`config.mk`:
```
export PLATFORM = sky130hd
export DESIGN_NAME = rtp_hevc_depacketizer
export DESIGN_NICKNAME = d
export VERILOG_FILES = /design/src/sv/rhd_pkg.sv /design/src/sv/rhd_front.sv /design/src/sv/rhd_back.sv /design/src/sv/rtp_hevc_depacketizer.sv
export SDC_FILE = /design/constraint.sdc
export NUM_CORES = 1
export LEC_CHECK = 0
export ABC_AREA = 1
export BUFFER_PORTS_ARGS = -buffer_cell sky130_fd_sc_hd__buf_2
export CAP_MARGIN = 20
export CORE_MARGIN = 3
export CORE_UTILIZATION = 39
export CTS_CLUSTER_SIZE = 12
export DETAILED_ROUTE_END_ITERATION = 7
export MAX_ROUTING_LAYER = met4
export PLACE_DENSITY_LB_ADDON = 0.2
export SLEW_MARGIN = 0
export SYNTH_ARGS = -nofsm -noshare
export SYNTH_HDL_FRONTEND = slang
export SYNTH_SLANG_ARGS = --single-unit
```
`constraint.sdc`:
```
create_clock -name i_clk -period 4.5 [get_ports i_clk]
set_input_delay 0.225 -clock i_clk [delete_from_list [all_inputs] [get_ports i_clk]]
set_output_delay 0.225 -clock i_clk [all_outputs]
set_load 0.03 [all_outputs]
```
`src/sv/rhd_pkg.sv`:
```
// rhd_pkg.sv: shared types and constants for the rtp hevc depacketizer
`timescale 1ns / 1ps
`default_nettype none
package rhd_pkg;

    typedef struct packed {
        logic [7:0]  payload_byte;
        logic        packet_first;
        logic [15:0] packet_length;
    } t_in_item;

    typedef struct packed {
        logic [7:0] stream_byte;
        logic       unit_start;
        logic       run_last;
    } t_out_item;

    // emission command from the front parser to the output sequencer
    typedef struct packed {
        logic       start_code;   // emit 00 00 00 01 first
        logic       hdr_pair;     // emit hdr_a, hdr_b
        logic [7:0] hdr_a;
        logic [7:0] hdr_b;
        logic       data_en;      // emit data byte last
        logic [7:0] data;
    } t_cmd;

    localparam int unsigned CmdW = $bits(t_cmd);

    localparam logic [5:0] TypeAp   = 6'd48;
    localparam logic [5:0] TypeFu   = 6'd49;
    localparam logic [5:0] TypePaci = 6'd50;

    typedef enum logic [6:0] {
        M_HDR     = 7'b0000001,
        M_SINGLE  = 7'b0000010,
        M_AP_LEAD = 7'b0000100,
        M_AP_HEAD = 7'b0001000,
        M_AP_COPY = 7'b0010000,
        M_FU      = 7'b0100000,
        M_PACI    = 7'b1000000
    } t_mode;

endpackage
`default_nettype wire

```
`src/sv/rhd_front.sv`:
```
// rhd_front.sv: payload header parser producing emission commands
`timescale 1ns / 1ps
`default_nettype none
module rhd_front #(
    parameter int LENGTH_BITS = 16
) (
    input  wire                     i_clk,
    input  wire                     i_rst_n,
    input  wire                     i_donl,
    input  wire                     i_valid,
    input  wire rhd_pkg::t_in_item  i_item,
    output logic                    o_take,
    output logic                    o_cmd_valid,
    output rhd_pkg::t_cmd           o_cmd,
    input  wire                     i_cmd_room
);
    localparam logic [LENGTH_BITS-1:0] MaxLen = {LENGTH_BITS{1'b1}};

    rhd_pkg::t_mode         r_mode, n_mode;
    logic [15:0]            r_pos, n_pos;
    logic [LENGTH_BITS-1:0] r_rem, n_rem;
    logic [15:0]            r_ubl, n_ubl;
    logic [7:0]             r_h1, n_h1, r_h2, n_h2, r_ext, n_ext;
    logic                   r_drop, n_drop;

    logic [LENGTH_BITS-1:0] len_c, rem0, after;
    logic                   drop0, act;
    logic [7:0]             b, c2, ctype_h1, dh1;
    logic [15:0]            pos0, size, after16;
    logic [8:0]             phs;
    logic [15:0]            ubl_dec;
    rhd_pkg::t_mode         mode0;

    assign o_take = i_cmd_room;
    assign b = i_item.payload_byte;

    // next-state and command decode for one payload byte
    always_comb begin
        logic [5:0] t;
        n_mode = r_mode; n_pos = r_pos; n_rem = r_rem; n_ubl = r_ubl;
        n_h1 = r_h1; n_h2 = r_h2; n_ext = r_ext; n_drop = r_drop;
        o_cmd = '0;
        o_cmd_valid = 1'b0;
        c2 = '0; ctype_h1 = '0; phs = '0; size = '0; dh1 = r_h1; ubl_dec = '0;
        t = '0;
        if ({16'd0, i_item.packet_length} > {{(32-LENGTH_BITS){1'b0}}, MaxLen})
            len_c = MaxLen;
        else
            len_c = i_item.packet_length[LENGTH_BITS-1:0];
        mode0 = r_mode; pos0 = r_pos; rem0 = r_rem; drop0 = r_drop;
        if (i_item.packet_first) begin
            mode0 = rhd_pkg::M_HDR; pos0 = '0; rem0 = len_c;
            n_ext = '0; n_ubl = '0; drop0 = (len_c < 2);
        end
        n_mode = mode0; n_pos = pos0; n_rem = rem0; n_drop = drop0;
        act = !drop0 && (rem0 != '0);
        after = rem0 - 1'b1;
        after16 = 16'(after);
        if (act) begin
            n_rem = after;
            o_cmd_valid = 1'b1;
            dh1 = r_h1;
            unique case (mode0)
                rhd_pkg::M_HDR: begin
                    if (pos0 == 16'd0) begin
                        n_h1 = b; n_pos = 16'd1;
                        dh1 = 8'h00;
                        o_cmd_valid = 1'b0;
                    end else begin
                        n_h2 = b;
                        dh1 = r_h1;
                    end
                end
                rhd_pkg::M_SINGLE: begin
                    o_cmd.data_en = !(i_donl && pos0 < 16'd4);
                    o_cmd.data = b;
                    if (pos0 != 16'hFFFF) n_pos = pos0 + 16'd1;
                end
                rhd_pkg::M_AP_LEAD: begin
                    n_mode = rhd_pkg::M_AP_HEAD; n_pos = '0;
                end
                rhd_pkg::M_AP_HEAD: begin
                    if (pos0 == 16'd0 && after16 < (i_donl ? 16'd3 : 16'd2)) begin
                        n_drop = 1'b1;
                    end else if (i_donl && pos0 == 16'd0) begin
                        n_pos = 16'd1;
                    end else if ((i_donl ? pos0 - 16'd1 : pos0) == 16'd0) begin
                        n_ubl = {b, 8'h00};
                        if (pos0 != 16'hFFFF) n_pos = pos0 + 16'd1;
                    end else begin
                        size = r_ubl | {8'h00, b};
                        if (size > after16) begin
                            n_drop = 1'b1;
                        end else begin
                            o_cmd.start_code = 1'b1;
                            n_ubl = size; n_pos = '0;
                            n_mode = (size != 16'd0) ? rhd_pkg::M_AP_COPY
                                                     : rhd_pkg::M_AP_HEAD;
                        end
                    end
                end
                rhd_pkg::M_AP_COPY: begin
                    o_cmd.data_en = 1'b1; o_cmd.data = b;
                    ubl_dec = (r_ubl != 16'd0) ? r_ubl - 16'd1 : r_ubl;
                    n_ubl = ubl_dec;
                    if (ubl_dec == 16'd0) begin
                        n_mode = rhd_pkg::M_AP_HEAD; n_pos = '0;
                    end
                end
                rhd_pkg::M_FU: begin
                    if (pos0 == 16'd2) begin
                        if (b[7]) begin
                            o_cmd.start_code = 1'b1; o_cmd.hdr_pair = 1'b1;
                            o_cmd.hdr_a = {1'b0, b[5:0], r_h1[0]};
                            o_cmd.hdr_b = r_h2;
                        end
                    end else if (pos0 >= (i_donl ? 16'd5 : 16'd3)) begin
                        o_cmd.data_en = 1'b1; o_cmd.data = b;
                    end
                    if (pos0 != 16'hFFFF) n_pos = pos0 + 16'd1;
                end
                rhd_pkg::M_PACI: begin
                    if (pos0 == 16'd2) begin
                        n_ubl = {8'h00, b}; n_pos = 16'd3;
                    end else if (pos0 == 16'd3) begin
                        c2 = r_ubl[7:0];
                        phs = {1'b0, c2[0], 3'b000, b[7:4]};
                        if (b[0] || {7'd0, phs} >= after16) begin
                            n_drop = 1'b1;
                        end else begin
                            ctype_h1 = (r_h1 & 8'h81) | {1'b0, c2[6:1], 1'b0};
                            n_h1 = ctype_h1;
                            n_ext = phs[7:0];
                            n_pos = 16'd4;
                        end
                    end else begin
                        n_ext = (r_ext != 8'd0) ? r_ext - 8'd1 : r_ext;
                        if (pos0 != 16'hFFFF) n_pos = pos0 + 16'd1;
                    end
                end
                default: n_drop = 1'b1;
            endcase
            // dispatch on second header byte, or when the paci extension ends or is empty
            if ((mode0 == rhd_pkg::M_HDR && pos0 != 16'd0)
                || (mode0 == rhd_pkg::M_PACI && pos0 == 16'd3 && !n_drop
                    && phs == 9'd0)
                || (mode0 == rhd_pkg::M_PACI && pos0 != 16'd2 && pos0 != 16'd3
                    && n_ext == 8'd0)) begin
                dh1 = (mode0 == rhd_pkg::M_PACI && pos0 == 16'd3) ? ctype_h1 : r_h1;
                t = dh1[6:1];
                n_pos = 16'd2;
                if (t == rhd_pkg::TypeAp) begin
                    if (i_donl && after16 < 16'd4) n_drop = 1'b1;
                    else begin
                        n_mode = i_donl ? rhd_pkg::M_AP_LEAD : rhd_pkg::M_AP_HEAD;
                        n_pos = '0;
                    end
                end else if (t == rhd_pkg::TypeFu) begin
                    if ({1'b0, after16} + 17'd2 < (i_donl ? 17'd6 : 17'd4))
                        n_drop = 1'b1;
                    else n_mode = rhd_pkg::M_FU;
                end else if (t == rhd_pkg::TypePaci) begin
                    if ({1'b0, after16} + 17'd2 < 17'd5) n_drop = 1'b1;
                    else n_mode = rhd_pkg::M_PACI;
                end else begin
                    if (i_donl && {1'b0, after16} + 17'd2 < 17'd4) n_drop = 1'b1;
                    else begin
                        o_cmd.start_code = 1'b1; o_cmd.hdr_pair = 1'b1;
                        o_cmd.hdr_a = dh1;
                        o_cmd.hdr_b = (mode0 == rhd_pkg::M_HDR) ? b : r_h2;
                        n_mode = rhd_pkg::M_SINGLE;
                    end
                end
            end
        end
        if (!(o_cmd.start_code || o_cmd.hdr_pair || o_cmd.data_en))
            o_cmd_valid = 1'b0;
    end

    always_ff @(posedge i_clk) begin
        if (!i_rst_n) begin
            r_mode <= rhd_pkg::M_HDR; r_pos <= '0; r_rem <= '0; r_ubl <= '0;
            r_h1 <= '0; r_h2 <= '0; r_ext <= '0; r_drop <= 1'b0;
        end else if (i_valid && o_take) begin
            r_mode <= n_mode; r_pos <= n_pos; r_rem <= n_rem; r_ubl <= n_ubl;
            r_h1 <= n_h1; r_h2 <= n_h2; r_ext <= n_ext; r_drop <= n_drop;
        end
    end
endmodule
`default_nettype wire

```
`src/sv/rhd_back.sv`:
```
// rhd_back.sv: command queue and output byte sequencer
`timescale 1ns / 1ps
`default_nettype none
module rhd_back (
    input  wire                     i_clk,
    input  wire                     i_rst_n,
    input  wire                     i_push,
    input  wire rhd_pkg::t_cmd      i_cmd,
    output logic                    o_room,
    output logic                    o_valid,
    output rhd_pkg::t_out_item      o_item,
    input  wire                     i_stall
);
    rhd_pkg::t_cmd r_q [2];
    logic          r_wp, r_rp;
    logic [1:0]    r_cnt;
    logic [2:0]    r_step;   // byte index within current command

    rhd_pkg::t_cmd head;
    logic [2:0]    first_step, last_step, nxt_step;
    logic          pop, fire;

    assign head = r_q[r_rp];
    assign o_room = (r_cnt != 2'd2) || pop;

    always_comb begin
        first_step = head.start_code ? 3'd0 : (head.hdr_pair ? 3'd4 : 3'd6);
        last_step  = head.data_en ? 3'd6 : 3'd5;
        if (!head.hdr_pair && !head.data_en) last_step = 3'd3;
        nxt_step = r_step + 3'd1;
        if (nxt_step == 3'd4 && !head.hdr_pair) nxt_step = 3'd6;
        o_valid = (r_cnt != 2'd0);
        o_item.unit_start = (r_step == 3'd0);
        o_item.run_last = (r_step == last_step);
        case (r_step)
            3'd3:    o_item.stream_byte = 8'h01;
            3'd4:    o_item.stream_byte = head.hdr_a;
            3'd5:    o_item.stream_byte = head.hdr_b;
            3'd6:    o_item.stream_byte = head.data;
            default: o_item.stream_byte = 8'h00;
        endcase
        fire = o_valid && !i_stall;
        pop = fire && o_item.run_last;
    end

    always_ff @(posedge i_clk) begin
        if (i_push && o_room) r_q[r_wp] <= i_cmd;
    end

    always_ff @(posedge i_clk) begin
        if (!i_rst_n) begin
            r_wp <= 1'b0; r_rp <= 1'b0; r_cnt <= '0; r_step <= '0;
        end else begin
            if (i_push && o_room) r_wp <= ~r_wp;
            if (pop) r_rp <= ~r_rp;
            r_cnt <= r_cnt + {1'b0, i_push && o_room} - {1'b0, pop};
            if (pop) begin
                if (r_cnt == 2'd2)
                    r_step <= r_q[~r_rp].start_code ? 3'd0
                            : (r_q[~r_rp].hdr_pair ? 3'd4 : 3'd6);
                else
                    r_step <= i_cmd.start_code ? 3'd0 : (i_cmd.hdr_pair ? 3'd4 : 3'd6);
            end else if (fire) begin
                r_step <= nxt_step;
            end else if (r_cnt == 2'd0) begin
                r_step <= i_cmd.start_code ? 3'd0 : (i_cmd.hdr_pair ? 3'd4 : 3'd6);
            end
        end
    end

`ifndef SYNTH
    a_cnt_max: assert property (@(posedge i_clk) disable iff (!i_rst_n)
        r_cnt != 2'd3) else $error("queue count overflow");
    a_step_range: assert property (@(posedge i_clk) disable iff (!i_rst_n)
        o_valid |-> (r_step >= first_step && r_step <= last_step))
        else $error("step out of command range");
    a_no_push_full: assert property (@(posedge i_clk) disable iff (!i_rst_n)
        (r_cnt == 2'd2 && !pop) |-> !o_room) else $error("room while full");
`endif
endmodule
`default_nettype wire

```
`src/sv/rtp_hevc_depacketizer.sv`:
```
// rtp_hevc_depacketizer.sv: top level of the rtp hevc to annex b depacketizer
// throughput: one payload byte per cycle while o_stall is low; a byte yields up to 6 output bytes
// at one per cycle unless i_stall holds them, so input stalls while start codes and headers drain
// the two-entry command queue sets how far the parser runs ahead of output
// reset: i_rst_n synchronous active low, clears parser state, queue and register
`timescale 1ns / 1ps
`default_nettype none
module rtp_hevc_depacketizer #(
    parameter int LENGTH_BITS = 16
) (
    input  wire                     i_clk,
    input  wire                     i_rst_n,
    input  wire                     i_cfg_valid,
    output logic                    o_cfg_ready,
    input  wire                     i_cfg_data,
    input  wire                     i_valid,
    output logic                    o_stall,
    input  wire rhd_pkg::t_in_item  i_item,
    output logic                    o_valid,
    input  wire                     i_stall,
    output rhd_pkg::t_out_item      o_item
);
    logic          r_donl;
    logic          take, cmd_valid, room;
    rhd_pkg::t_cmd cmd;

    assign o_cfg_ready = 1'b1;
    // stall input whenever the command queue has no free entry
    assign o_stall = !take;

    always_ff @(posedge i_clk) begin
        if (!i_rst_n) r_donl <= 1'b0;
        else if (i_cfg_valid) r_donl <= i_cfg_data;
    end

    // front: parse payload bytes, issue one command per byte that emits
    rhd_front #(.LENGTH_BITS(LENGTH_BITS)) u_front (
        .i_clk(i_clk), .i_rst_n(i_rst_n), .i_donl(r_donl),
        .i_valid(i_valid), .i_item(i_item), .o_take(take),
        .o_cmd_valid(cmd_valid), .o_cmd(cmd), .i_cmd_room(room)
    );

    // back: queue commands and serialize them into stream bytes
    rhd_back u_back (
        .i_clk(i_clk), .i_rst_n(i_rst_n),
        .i_push(i_valid && take && cmd_valid), .i_cmd(cmd), .o_room(room),
        .o_valid(o_valid), .o_item(o_item), .i_stall(i_stall)
    );
endmodule
`default_nettype wire
```
### Word-level counts from Yosys, hierarchy flattened

Memory sizes are Yosys's and may differ from the RTL's. A register that Yosys moved wholly into a read port is not among the register bits.
Index checks and enable logic that the tools add are counted.

| cells by class | value |
|---|---|
| add/subtract/negate cells | 9 |
| order comparisons | 10 |
| eq/ne operators | 27 |
| mux-type cells | 129 |
| bitwise logic cells | 5 |
| reduce and logical (&&, ||, !) cells | 52 |

Operators by type and width:

| kind | count |
|---|---|
| $mux W16 | 25 |
| $mux W8 | 20 |
| $mux W18 | 7 |
| $mux W7 | 15 |
| $pmux W16 S6 | 1 |
| $reduce_bool A16 Y1 | 4 |
| $logic_not A16 Y1 | 3 |
| $pmux W16 S3 | 1 |
| $sub A16 B1 Y16 const B | 3 |
| $mux W9 | 5 |
| $lt A17 B3 Y1 const B | 2 |
| $eq A16 B2 Y1 const B | 2 |
| $lt A16 B3 Y1 const B | 2 |
| $ne A16 B2 Y1 const B | 2 |
| $pmux W8 S4 | 1 |
| $mux W1 | 31 |
| $mux W27 | 1 |
| $mux W3 | 9 |
| $pmux W9 S3 | 1 |
| $pmux W7 S3 | 1 |
| $logic_and A1 B1 Y1 | 20 |
| $eq A6 B6 Y1 const B | 3 |
| $add A16 B2 Y17 const B | 1 |
| $lt A17 B17 Y1 | 1 |
| other kinds (47) | 71 |

| word-level totals | value |
|---|---|
| register bits after elaboration | 88 |
| RAM bits | 54 |
| bits of input ports | 31 |
| output and inout port bits | 13 |
| word-level logic and storage cells | 246 |
| memories kept | 1 |

Memory list:

| memory | depth | bits a word | rd ports | clocked after memory_dff | wr ports | line | source |
|---|---|---|---|---|---|---|---|
| u_back.r_q | 2 | 27 | 2 | 1 | 1 | rhd_back.sv:14 | `rhd_pkg::t_cmd r_q [2];` |

### Logic depth before layout (Yosys ltp)

Gate-level depths: netlist of the first run.

| depth | value |
|---|---|
| word-level depth | 23 |
| depth in mapped cells | 37 |

### By module

From an unflattened synthesis of the first run, not the netlist that was laid out.

| second synthesis, totals | value |
|---|---|
| cell total of the unflattened synthesis | 1936 |
| area total of the unflattened synthesis | 12258.0 um^2 |

By module, submodules not included:

| module | times used | cells an instance | area an instance (um^2) |
|---|---|---|---|
| rhd_front | 1 | 1694 | 9515.4 |
| rhd_back | 1 | 232 | 2680.1 |
| rtp_hevc_depacketizer | 1 | 10 | 62.6 |

### Least setup slack after synthesis of the first run

OpenSTA, ideal clock, no wires.

| path | value |
|---|---|
| path kind | input to register |
| start point | input port i_item[16] (netlist name) |
| end point | memory u_back.r_q[1][0] (netlist name) (enable) |
| setup time | 411 ps |
| arrival | 4458 ps |
| data required time | 4089 ps |
| path slack | -369 ps |
| stages | 29 |
| path buffers | 3 |
| cells stage by stage | buf_6 -> buf_6 -> nand2_1 -> nand2_2 -> ha_1 -> or2_2 -> nand2_1 -> inv_1 -> ha_1 -> nand2_1 -> nand2_1 -> a21oi_1 -> nor2_1 -> nand3_1 -> nand2_1 -> nand3_4 -> nand2_4 -> buf_8 -> nand3_1 -> nand2_1 -> nor2_4 -> nand3_1 -> nor2_2 -> nand2_2 -> nand2_8 -> nand3_4 -> nand3_2 -> nand2_2 -> nor2_1 |

| on the way | value |
|---|---|
| word-level cells in the longest chain between the ends | 23 |
| elaborated cells on any way between the ends | 104 |
| those cells by class | add/sub: 3; order compare: 6; eq/ne: 14; mux: 52; reduce/logical: 29 |

Ends and longest elaborated chain:

| what | line | source |
|---|---|---|
| from (decl) | rtp_hevc_depacketizer.sv:18 | `input wire rhd_pkg::t_in_item i_item,` |
| $mux W16 | rhd_front.sv:51 | `if (i_item.packet_first) begin` |
| $sub A16 B1 Y16, on equally long branches | rhd_front.sv:57, rhd_front.sv:87 |  |
| $ge A8 B16 Y1, or another cell as far along | rhd_front.sv:128 | `if (b[0] \|\| {7'd0, phs} >= after16) begin` |
| $logic_or A1 B1 Y1, or another cell as far along | rhd_front.sv:128 |  |
| $mux W8, or another cell as far along | rhd_front.sv:128 |  |
| $mux W8, or another cell as far along | rhd_front.sv:125 | `end else if (pos0 == 16'd3) begin` |
| $mux W8, or another cell as far along | rhd_front.sv:123 | `if (pos0 == 16'd2) begin` |
| $mux W8 or $pmux W1 S3 (tied branches) | rhd_front.sv:63 | `unique case (mode0)` |
| [... 6 more ...] | -- |  |
| $mux W18 | rhd_front.sv:144 | `if ((mode0 == rhd_pkg::M_HDR && pos0 != 16'd0)` |
| $mux W27 | rhd_front.sv:59 | `if (act) begin` |
| $logic_or A1 B1 Y1 (2 in series) | rhd_front.sv:176 | `if (!(o_cmd.start_code \|\| o_cmd.hdr_pair \|\| o_cmd.data_en))` |
| $mux W1 (*) | rhd_front.sv:176 |  |
| $logic_and A1 B1 Y1 (*) | rtp_hevc_depacketizer.sv:46 | `.i_push(i_valid && take && cmd_valid), .i_cmd(cmd), .o_room(room),` |
| $logic_and A1 B1 Y1 (*) | rhd_back.sv:47 | `if (i_push && o_room) r_q[r_wp] <= i_cmd;` |
| $mux W1 (*) | rhd_back.sv:47 |  |
| $mux W1 (implied by the code) (*) | rhd_back.sv:47 |  |
| to (decl) | rhd_back.sv:14 |  |

Mark *: on every way between the ends. The rest lies on a longest branch, timed or not. The select of a mux whose other input is x is not followed.

### Worst setup path in the final report of the first run

| path | value |
|---|---|
| start point | register u_front.r_rem[0] |
| end point | register u_back.r_cnt[1] |

| on the way | value |
|---|---|
| word-level cells in the longest chain between the ends | 23 |
| elaborated cells on any way between the ends | 61 |
| those cells by class | add/sub: 4; order compare: 4; eq/ne: 3; mux: 34; reduce/logical: 16 |

Ends and longest elaborated chain:

| what | line | source |
|---|---|---|
| from (decl) | rhd_front.sv:21 | `logic [LENGTH_BITS-1:0] r_rem, n_rem;` |
| from (signal assigned) | rhd_front.sv:185 | `r_mode <= n_mode; r_pos <= n_pos; r_rem <= n_rem; r_ubl <= n_ubl;` |
| $mux W16 (*) | rhd_front.sv:51 |  |
| $sub A16 B1 Y16 | rhd_front.sv:57 | `after = rem0 - 1'b1;` |
| $ge A8 B16 Y1 or $gt A16 B16 Y1 (tied branches) | rhd_front.sv:128, rhd_front.sv:92 |  |
| $logic_or A1 B1 Y1 or $mux W1 (tied branches) | rhd_front.sv:128, rhd_front.sv:92 |  |
| $mux W8, or another cell as far along | rhd_front.sv:128 |  |
| $mux W8, or another cell as far along | rhd_front.sv:125 |  |
| $mux W8, or another cell as far along | rhd_front.sv:123 |  |
| $mux W8 or $pmux W1 S3 (tied branches) | rhd_front.sv:63 |  |
| [... 6 more ...] | -- |  |
| $mux W18 | rhd_front.sv:144 |  |
| $mux W27 | rhd_front.sv:59 |  |
| $logic_or A1 B1 Y1 (2 in series) | rhd_front.sv:176 |  |
| $mux W1 (*) | rhd_front.sv:176 |  |
| $logic_and A1 B1 Y1 (*) | rtp_hevc_depacketizer.sv:46 |  |
| $logic_and A1 B1 Y1 (*) | rhd_back.sv:56 | `r_cnt <= r_cnt + {1'b0, i_push && o_room} - {1'b0, pop};` |
| $add A2 B1 Y2 (*) | rhd_back.sv:56 |  |
| $sub A2 B1 Y2 (*) | rhd_back.sv:56 |  |
| to (signal assigned) | rhd_back.sv:56 |  |
| to (decl) | rhd_back.sv:16 | `logic [1:0] r_cnt;` |

Marked as above.
A chain may end at the register's enable or synchronous reset.

==> impl_metrics.tcl, run 1 <==
set metrics [dict create \
    routed_wl_um 42600 \
    design.core.area_um2 29900 \
    vdd_drop_max_v 0.000289 \
    grtUsageMet3_pct 3.64 \
    die_h_um 181 \
    num_vias 12800 \
    crit_buf_inv 3 \
    r2r-start "u_front.r_rem[0]$_SDFFE_PN0P_" \
    synth-simple-area-share_pct 32.7 \
    rows 63 \
    r2r_slack_ps 450 \
    netlist_instances 1811 \
    min-delay-start "i_cfg_valid" \
    hold_slack_ps 30.6 \
    hold_viol_final 0 \
    setup_violations 0 \
    synth_edf_count 54 \
    ys_seq_elements 143 \
    maxCapViolations 0 \
    cp_slowest_cell "dfxtp_1" \
    cts.clk_slew.worst_paths_ps 60 \
    place.port_buffers 42 \
    final_layout_size_suffix_gt1_share_pct 13.6 \
    vias_per_cell 5.63 \
    layout_min_cycle_time_ps 4050 \
    crit_path_end_kind "flop" \
    top_level_ports 44 \
    whs_path_depth 3 \
    worst_pin_slew_ps 1100 \
    grt.met1_usage_pct 34.3 \
    finalNetCount 1933 \
    overflow 0 \
    synth-xor-area-share_pct 2.48 \
    drt_first_pass_iters 6 \
    muxShareOfSynthArea_pct 0.673 \
    cts_tree "yes" \
    async_flop_share_pct 0 \
    multi_input_area_um2 7390 \
    clock_latency_ps 460 \
    synth_ff_type "dfxtp_1" \
    worstSetupPathType "flop to flop" \
    synth_top_family_by_area "simple AND/OR/NAND/NOR gates" \
    hp-class "input pin to flop" \
    crit_path_frequent_cell "nand2_1" \
    synth_area_um2 11900 \
    grt_usage_pct 26.4 \
    wl_per_cell_um 18.8 \
    cp-start-kind "flop" \
    ff_latch_area_um2 3400 \
    cp.required_ps 4880 \
    clock_sinks 143 \
    grt_first_pass_wirelength_um 67100 \
    dieArea_um2 32700 \
    gr-max-usage-layer "met2" \
    p_leak_uw 0.00568 \
    hold-path-endpoint "r_donl$_SDFFE_PN0P_" \
    gp_congestion 0.996 \
    die_width_um 181 \
    critPathTopFamily "simple AND/OR/NAND/NOR gates" \
    clockBufferDepth 2 \
    slew_violations 0 \
    fillers 3192 \
    path_max_fanout 10 \
    rr_worst_depth 31 \
    grt_max_degree 53 \
    ant_nets 0 \
    start_util_pct 39.8 \
    place_hpwl_um 32100 \
    drtIter0Drc 1123 \
    antenna_found_initial 0 \
    diodes 0 \
    fin_area_um2 13400 \
    synthAdderAreaFrac_pct 4.10 \
    root_buffer "clkbuf_16" \
    yosysWarningCount 0 \
    synth_nets 1881 \
    max_slew_margin_pct 26.7 \
    htreeDepth 4 \
    fin_skew_ps 17.1 \
    cts_buffers 17 \
    powerDensity_nw_per_um2 359 \
    yosysSeqAreaShare_pct 28.6 \
    max_stage_delay_ps 330 \
    status "completed" \
    grt_pass1_vias 12100 \
    area_growth_syn_to_layout_pct 12.3 \
    period_share_pct 89.9 \
    synth-compound-area-share_pct 21.2 \
    cp.arrival_ps 4420 \
    placed_area_um2 12700 \
    syn_avg_cell_area_um2 6.57 \
    rr_endpoint "u_back.r_cnt[1]$_SDFF_PN0_" \
    max_freq_mhz 247 \
    met2_usage_pct 42.8 \
    total_power_uw 4790 \
    drc_errors 0 \
    yosysUniqueCellTypes 63 \
]
## layout make-up
type | instances | share of cell area (%)
clock buffer | 18 | 3.21
clock inverter | 14 | 0.993
inverter | 232 | 6.54
multi-input combinational | 1372 | 55.3
sequential | 143 | 25.5
tap | 390 | 3.65
timing repair buffer | 97 | 4.87
## cells in the mapped netlist (4+ instances only)
cell type    n  share of area, %
ha_1        39               4.1
nor4_1       8              0.42
o211ai_1    13              0.82
a31oi_1     12              0.63
clkinv_1     6              0.19
inv_1      204               6.4
a22oi_1      6              0.38
o31ai_1      6              0.38
nor3_1      35               1.5
o221ai_1    19               1.4
nor2_1     211               6.7
a221oi_1    14               1.0
buf_1        4              0.13
nand3_2      4              0.34
a211oi_2     7              0.74
a21oi_1    162               6.8
xor2_1      28               2.1
buf_6        9              0.85
clkbuf_1    44               1.4
o21ai_1     21              0.88
nand3_1    114               4.8
nor2_2      14              0.74
dfxtp_1     89                15
mux2i_1      8              0.67
inv_2       21              0.66
o21ai_0    143               6.0
nand2_4      7              0.66
o22ai_1      8              0.42
o2111ai_1    7              0.52
nand2_1    377                12
nand2_2     29               1.5
or2_2        5              0.26
nor2_4      10              0.95
edfxtp_1    54                14
nand4_1     26               1.4
a211oi_1     8              0.50
## routing by layer
metal	up-vias	routed length [µm]	part of all wire [%]
met5	-	0	0
met4	0	915	2.1
met3	69	2760	6.5
met2	470	20000	47
met1	5995	18900	44
li1	6225	-	-
## flip-flops by register name, indices dropped and copies added (netlist names), named ones only
signal and count:
u_front.r_h2 8, u_front.r_ubl 16, r_donl 1, u_back.r_wp 1, u_front.r_drop 1, u_front.r_mode 7, u_back.r_cnt 2, u_back.r_q 54
u_front.r_h1 8, u_front.r_rem 16, u_back.r_rp 1, u_front.r_ext 8, u_back.r_step 3, u_front.r_pos 16
## how the worst max path moves through the flow
stage | start | to | slack, ps | cells past startpoint
after floorplan | i_item[16] | u_back.r_q[1][0]$_DFFE_PP_ | -370 | 29
after global placement | i_item[16] | u_back.r_cnt[1]$_SDFF_PN0_ | 240 | 31
after detailed placement | i_item[16] | u_back.r_cnt[1]$_SDFF_PN0_ | 180 | 31
after CTS | u_front.r_rem[0]$_SDFFE_PN0P_ | u_back.r_cnt[1]$_SDFF_PN0_ | 350 | 31
after global routing | u_front.r_rem[1]$_SDFFE_PN0P_ | u_back.r_cnt[1]$_SDFF_PN0_ | -7 | 33
final | u_front.r_rem[0]$_SDFFE_PN0P_ | u_back.r_cnt[1]$_SDFF_PN0_ | 450 | 31
## through the flow
stage                     setup TNS (ps)  std cells  util (%)  worst slack, ps
after CTS                              0       2261      44.4              355
after global routing               -7.17       2266      44.7            -7.17
after floorplan                   -19920       1811         -             -369
final                                  0       2266      44.7              454
after detailed placement               0       2228      42.5              178
after global placement                 0       2228      42.5              240
## cells in the final DEF (no fill, tap or decap), types with 17 or more instances in the layout
| cell | Yosys | layout |
|---|---|---|
| nand4_1 | 26 | 26 |
| ha_1 | 39 | 38 |
| o221ai_1 | 19 | 19 |
| nand3_1 | 114 | 112 |
| a21oi_1 | 162 | 162 |
| nor2_1 | 211 | 207 |
| buf_4 | 3 | 52 |
| nand2_1 | 377 | 376 |
| dfxtp_1 | 89 | 89 |
| xor2_1 | 28 | 27 |
| inv_2 | 21 | 21 |
| buf_2 | 3 | 42 |
| inv_1 | 204 | 204 |
| nor2_2 | 14 | 17 |
| edfxtp_1 | 54 | 54 |
| nor3_1 | 35 | 34 |
| o21ai_1 | 21 | 17 |
| o21ai_0 | 143 | 142 |
| clkbuf_16 | 0 | 17 |
| nand2_2 | 29 | 30 |
## power by group
part / internal (µW) / total [µW] / switching (µW)
combinational: 534 / 1780 / 1240
sequential: 1520 / 1610 / 86.2
clock: 768 / 1400 / 636
## kinds of logic after synthesis
logic type                 Yosys count
DFF                                143
other                                1
xor gates and xnor gates            32
buffers and inverters              296
adders and majority gates           39
AOI/OAI and AO/OA                  436
muxes                                8
and+or+nand+nor                    856
## tightest hold or removal path, delay by kind of cell
| family | cells | cell delay [ps] |
|---|---|---|
| buffers and inverters | 1 | 90 |
| and+or+nand+nor | 1 | 70 |
| AOI/OAI and AO/OA | 1 | 60 |
## timing repair
action	4_1_cts	5_1_grt
setup buffers	0	5
endpoints found under the hold margin	1	0
hold buffers	1	0
gates resized for setup	0	15
setup endpoints to repair	0	4
Note: power is estimated with default switching activity, not from simulation.
==> run 2, diff against run 1 <==
- MAX_ROUTING_LAYER: met4 -> unset
==> impl_metrics.tcl, run 2 (synthesized netlist as in run 1, its figures left out) <==
set metrics [dict create \
    slew_violations 0 \
    diodes 0 \
    drc_errors 0 \
    cts_buffers 17 \
    design.core.area_um2 29900 \
    htreeDepth 4 \
    worstSetupPathType "flop to flop" \
    fin_skew_ps 12.3 \
    final_layout_size_suffix_gt1_share_pct 13.5 \
    final_cell_mix "nand2_1 (376), nor2_1 (208), inv_1 (204)" \
    total_power_uw 4870 \
    die_h_um 181 \
    setup_violations 0 \
    cp-start-kind "flop" \
    fillers 3150 \
    cp.arrival_ps 4250 \
    clock_latency_ps 440 \
    grt_pass1_vias 12100 \
    dp_cells 2235 \
    clock_sinks 143 \
    multi_input_area_um2 7340 \
    p_leak_uw 0.00571 \
    maxCapViolations 0 \
    ant_nets 0 \
    rsz0062_at_grt "false" \
    antenna_found_initial 0 \
    vias_per_cell 5.63 \
    place.port_buffers 42 \
    finalNetCount 1936 \
    layout_min_cycle_time_ps 4160 \
    final_common_cell "nand2_1" \
    top_register "u_back.r_q" \
    area_growth_syn_to_layout_pct 12.4 \
    place_hpwl_um 31800 \
    period_share_pct 92.4 \
    cts_hold_buf 0 \
    status "completed" \
    cp.required_ps 4590 \
    powerDensity_nw_per_um2 364 \
    rows 63 \
    wl_per_cell_um 18.6 \
    die_width_um 181 \
    drtIter0Drc 963 \
    root_buffer "clkbuf_16" \
    drt_first_pass_iters 5 \
    routed_wl_um 42300 \
    clockBufferDepth 2 \
    cts_tree "yes" \
    hold_viol_final 0 \
    num_vias 12800 \
    largest_reg_flops 54 \
    max_freq_mhz 240 \
    gp_congestion 0.957 \
    path_max_fanout 27 \
    top_level_ports 44 \
    vdd_drop_max_v 0.000270 \
    crit_path_end_kind "flop" \
    grt_usage_pct 25.4 \
    ff_latch_area_um2 3400 \
    grt_max_degree 57 \
    max_slew_margin_pct 49.9 \
    layoutNonFillerInstCount 2269 \
    start_util_pct 39.8 \
    grt_first_pass_wirelength_um 66800 \
    overflow 0 \
    worst_pin_slew_ps 746 \
    dieArea_um2 32700 \
    hp-class "input pin to flop" \
    cts.clk_slew.worst_paths_ps 70 \
]
[run 2: changes by cell type in the layout (fill, tap and decap cells not counted), moves of 3 or more]
| cell | previous run | this run |
|---|---|---|
| inv_8 | 1 | 5 |
| clkinv_8 | 0 | 3 |
| buf_4 | 52 | 57 |
| o21ai_1 | 17 | 20 |
| clkinv_4 | 3 | 0 |
| o21ai_2 | 7 | 4 |
[run 2: worst paths after layout]
kind / endpoint / depth (start not counted) / slack (ps) / start
max reg2reg: u_back.r_q[1][20]$_DFFE_PP_ / 26 / 340 / u_front.r_rem[0]$_SDFFE_PN0P_
max: u_back.r_q[1][20]$_DFFE_PP_ / 26 / 340 / u_front.r_rem[0]$_SDFFE_PN0P_
min reg2reg: u_front.r_h2[4]$_SDFFE_PN0P_ / 2 / 460 / u_front.r_h2[4]$_SDFFE_PN0P_
min: r_donl$_SDFFE_PN0P_ / 3 / 10 / i_cfg_data
[run 2: cell type report]
cell class / count / area share (%)
timing repair buffer: 100 / 4.92
sequential: 143 / 25.4
clock inverter: 15 / 1.38
tap: 390 / 3.65
multi-input combinational: 1372 / 54.9
inverter: 232 / 6.53
clock buffer: 17 / 3.18
[run 2: timing repair]
action / CTS / global route
gates resized for setup: 0 / 6
setup endpoints to repair: 0 / 81
buffers inserted: 0 / 2
[run 2: worst max-delay path: stages, from the launching register on]
cell,delay (ps)
dfxtp_1,340
o21ai_2,180
buf_4,180
nand3_1,140
nor2_4,210
xor2_2,180
inv_1,100
ha_1,270
inv_1,30
nor2_1,90
nand3_1,90
nand2_1,120
nand3_4,150
nand2_4,220
nand2_1,80
nand3_1,70
nand2_1,50
nand2_1,70
nand2_1,60
nor2_1,200
nand2_2,130
nand2_8,130
nand3_4,90
nand3_2,80
nand2_2,90
nor2_2,90
buf_4,350
[run 2: per-stage QoR]
stage / hold slack (ps) / area, µm² / setup TNS [ps] / utilization, % / worst slack [ps]
CTS: 0.928 / 13300 / 0 / 44.7 / 234
global placement: 442 / 12700 / 0 / 42.6 / 192
floorplan: 363 / 11900 / -19920 / - / -369
finish: 11.0 / 13400 / 0 / 44.8 / 342
global route: 51.6 / 13400 / 0 / 44.8 / 0.125
detailed placement: 449 / 12700 / 0 / 42.6 / 101
[run 2: per-layer routing]
metal	vias up	routed length, µm	track usage [%]
li1	6240	-	-
met1	6029	19100	35.0
met2	441	19600	41.6
met3	69	2500	3.70
met4	0	1010	7.58
met5	-	0	0
[run 2: power breakdown]
| group | leakage, µW | internal, µW | switching [µW] |
|---|---|---|---|
| combinational | 0.00419 | 533 | 1230 |
| clock | 0.000293 | 800 | 695 |
| sequential | 0.00123 | 1520 | 89.0 |
| total | 0.00571 | 2860 | 2010 |
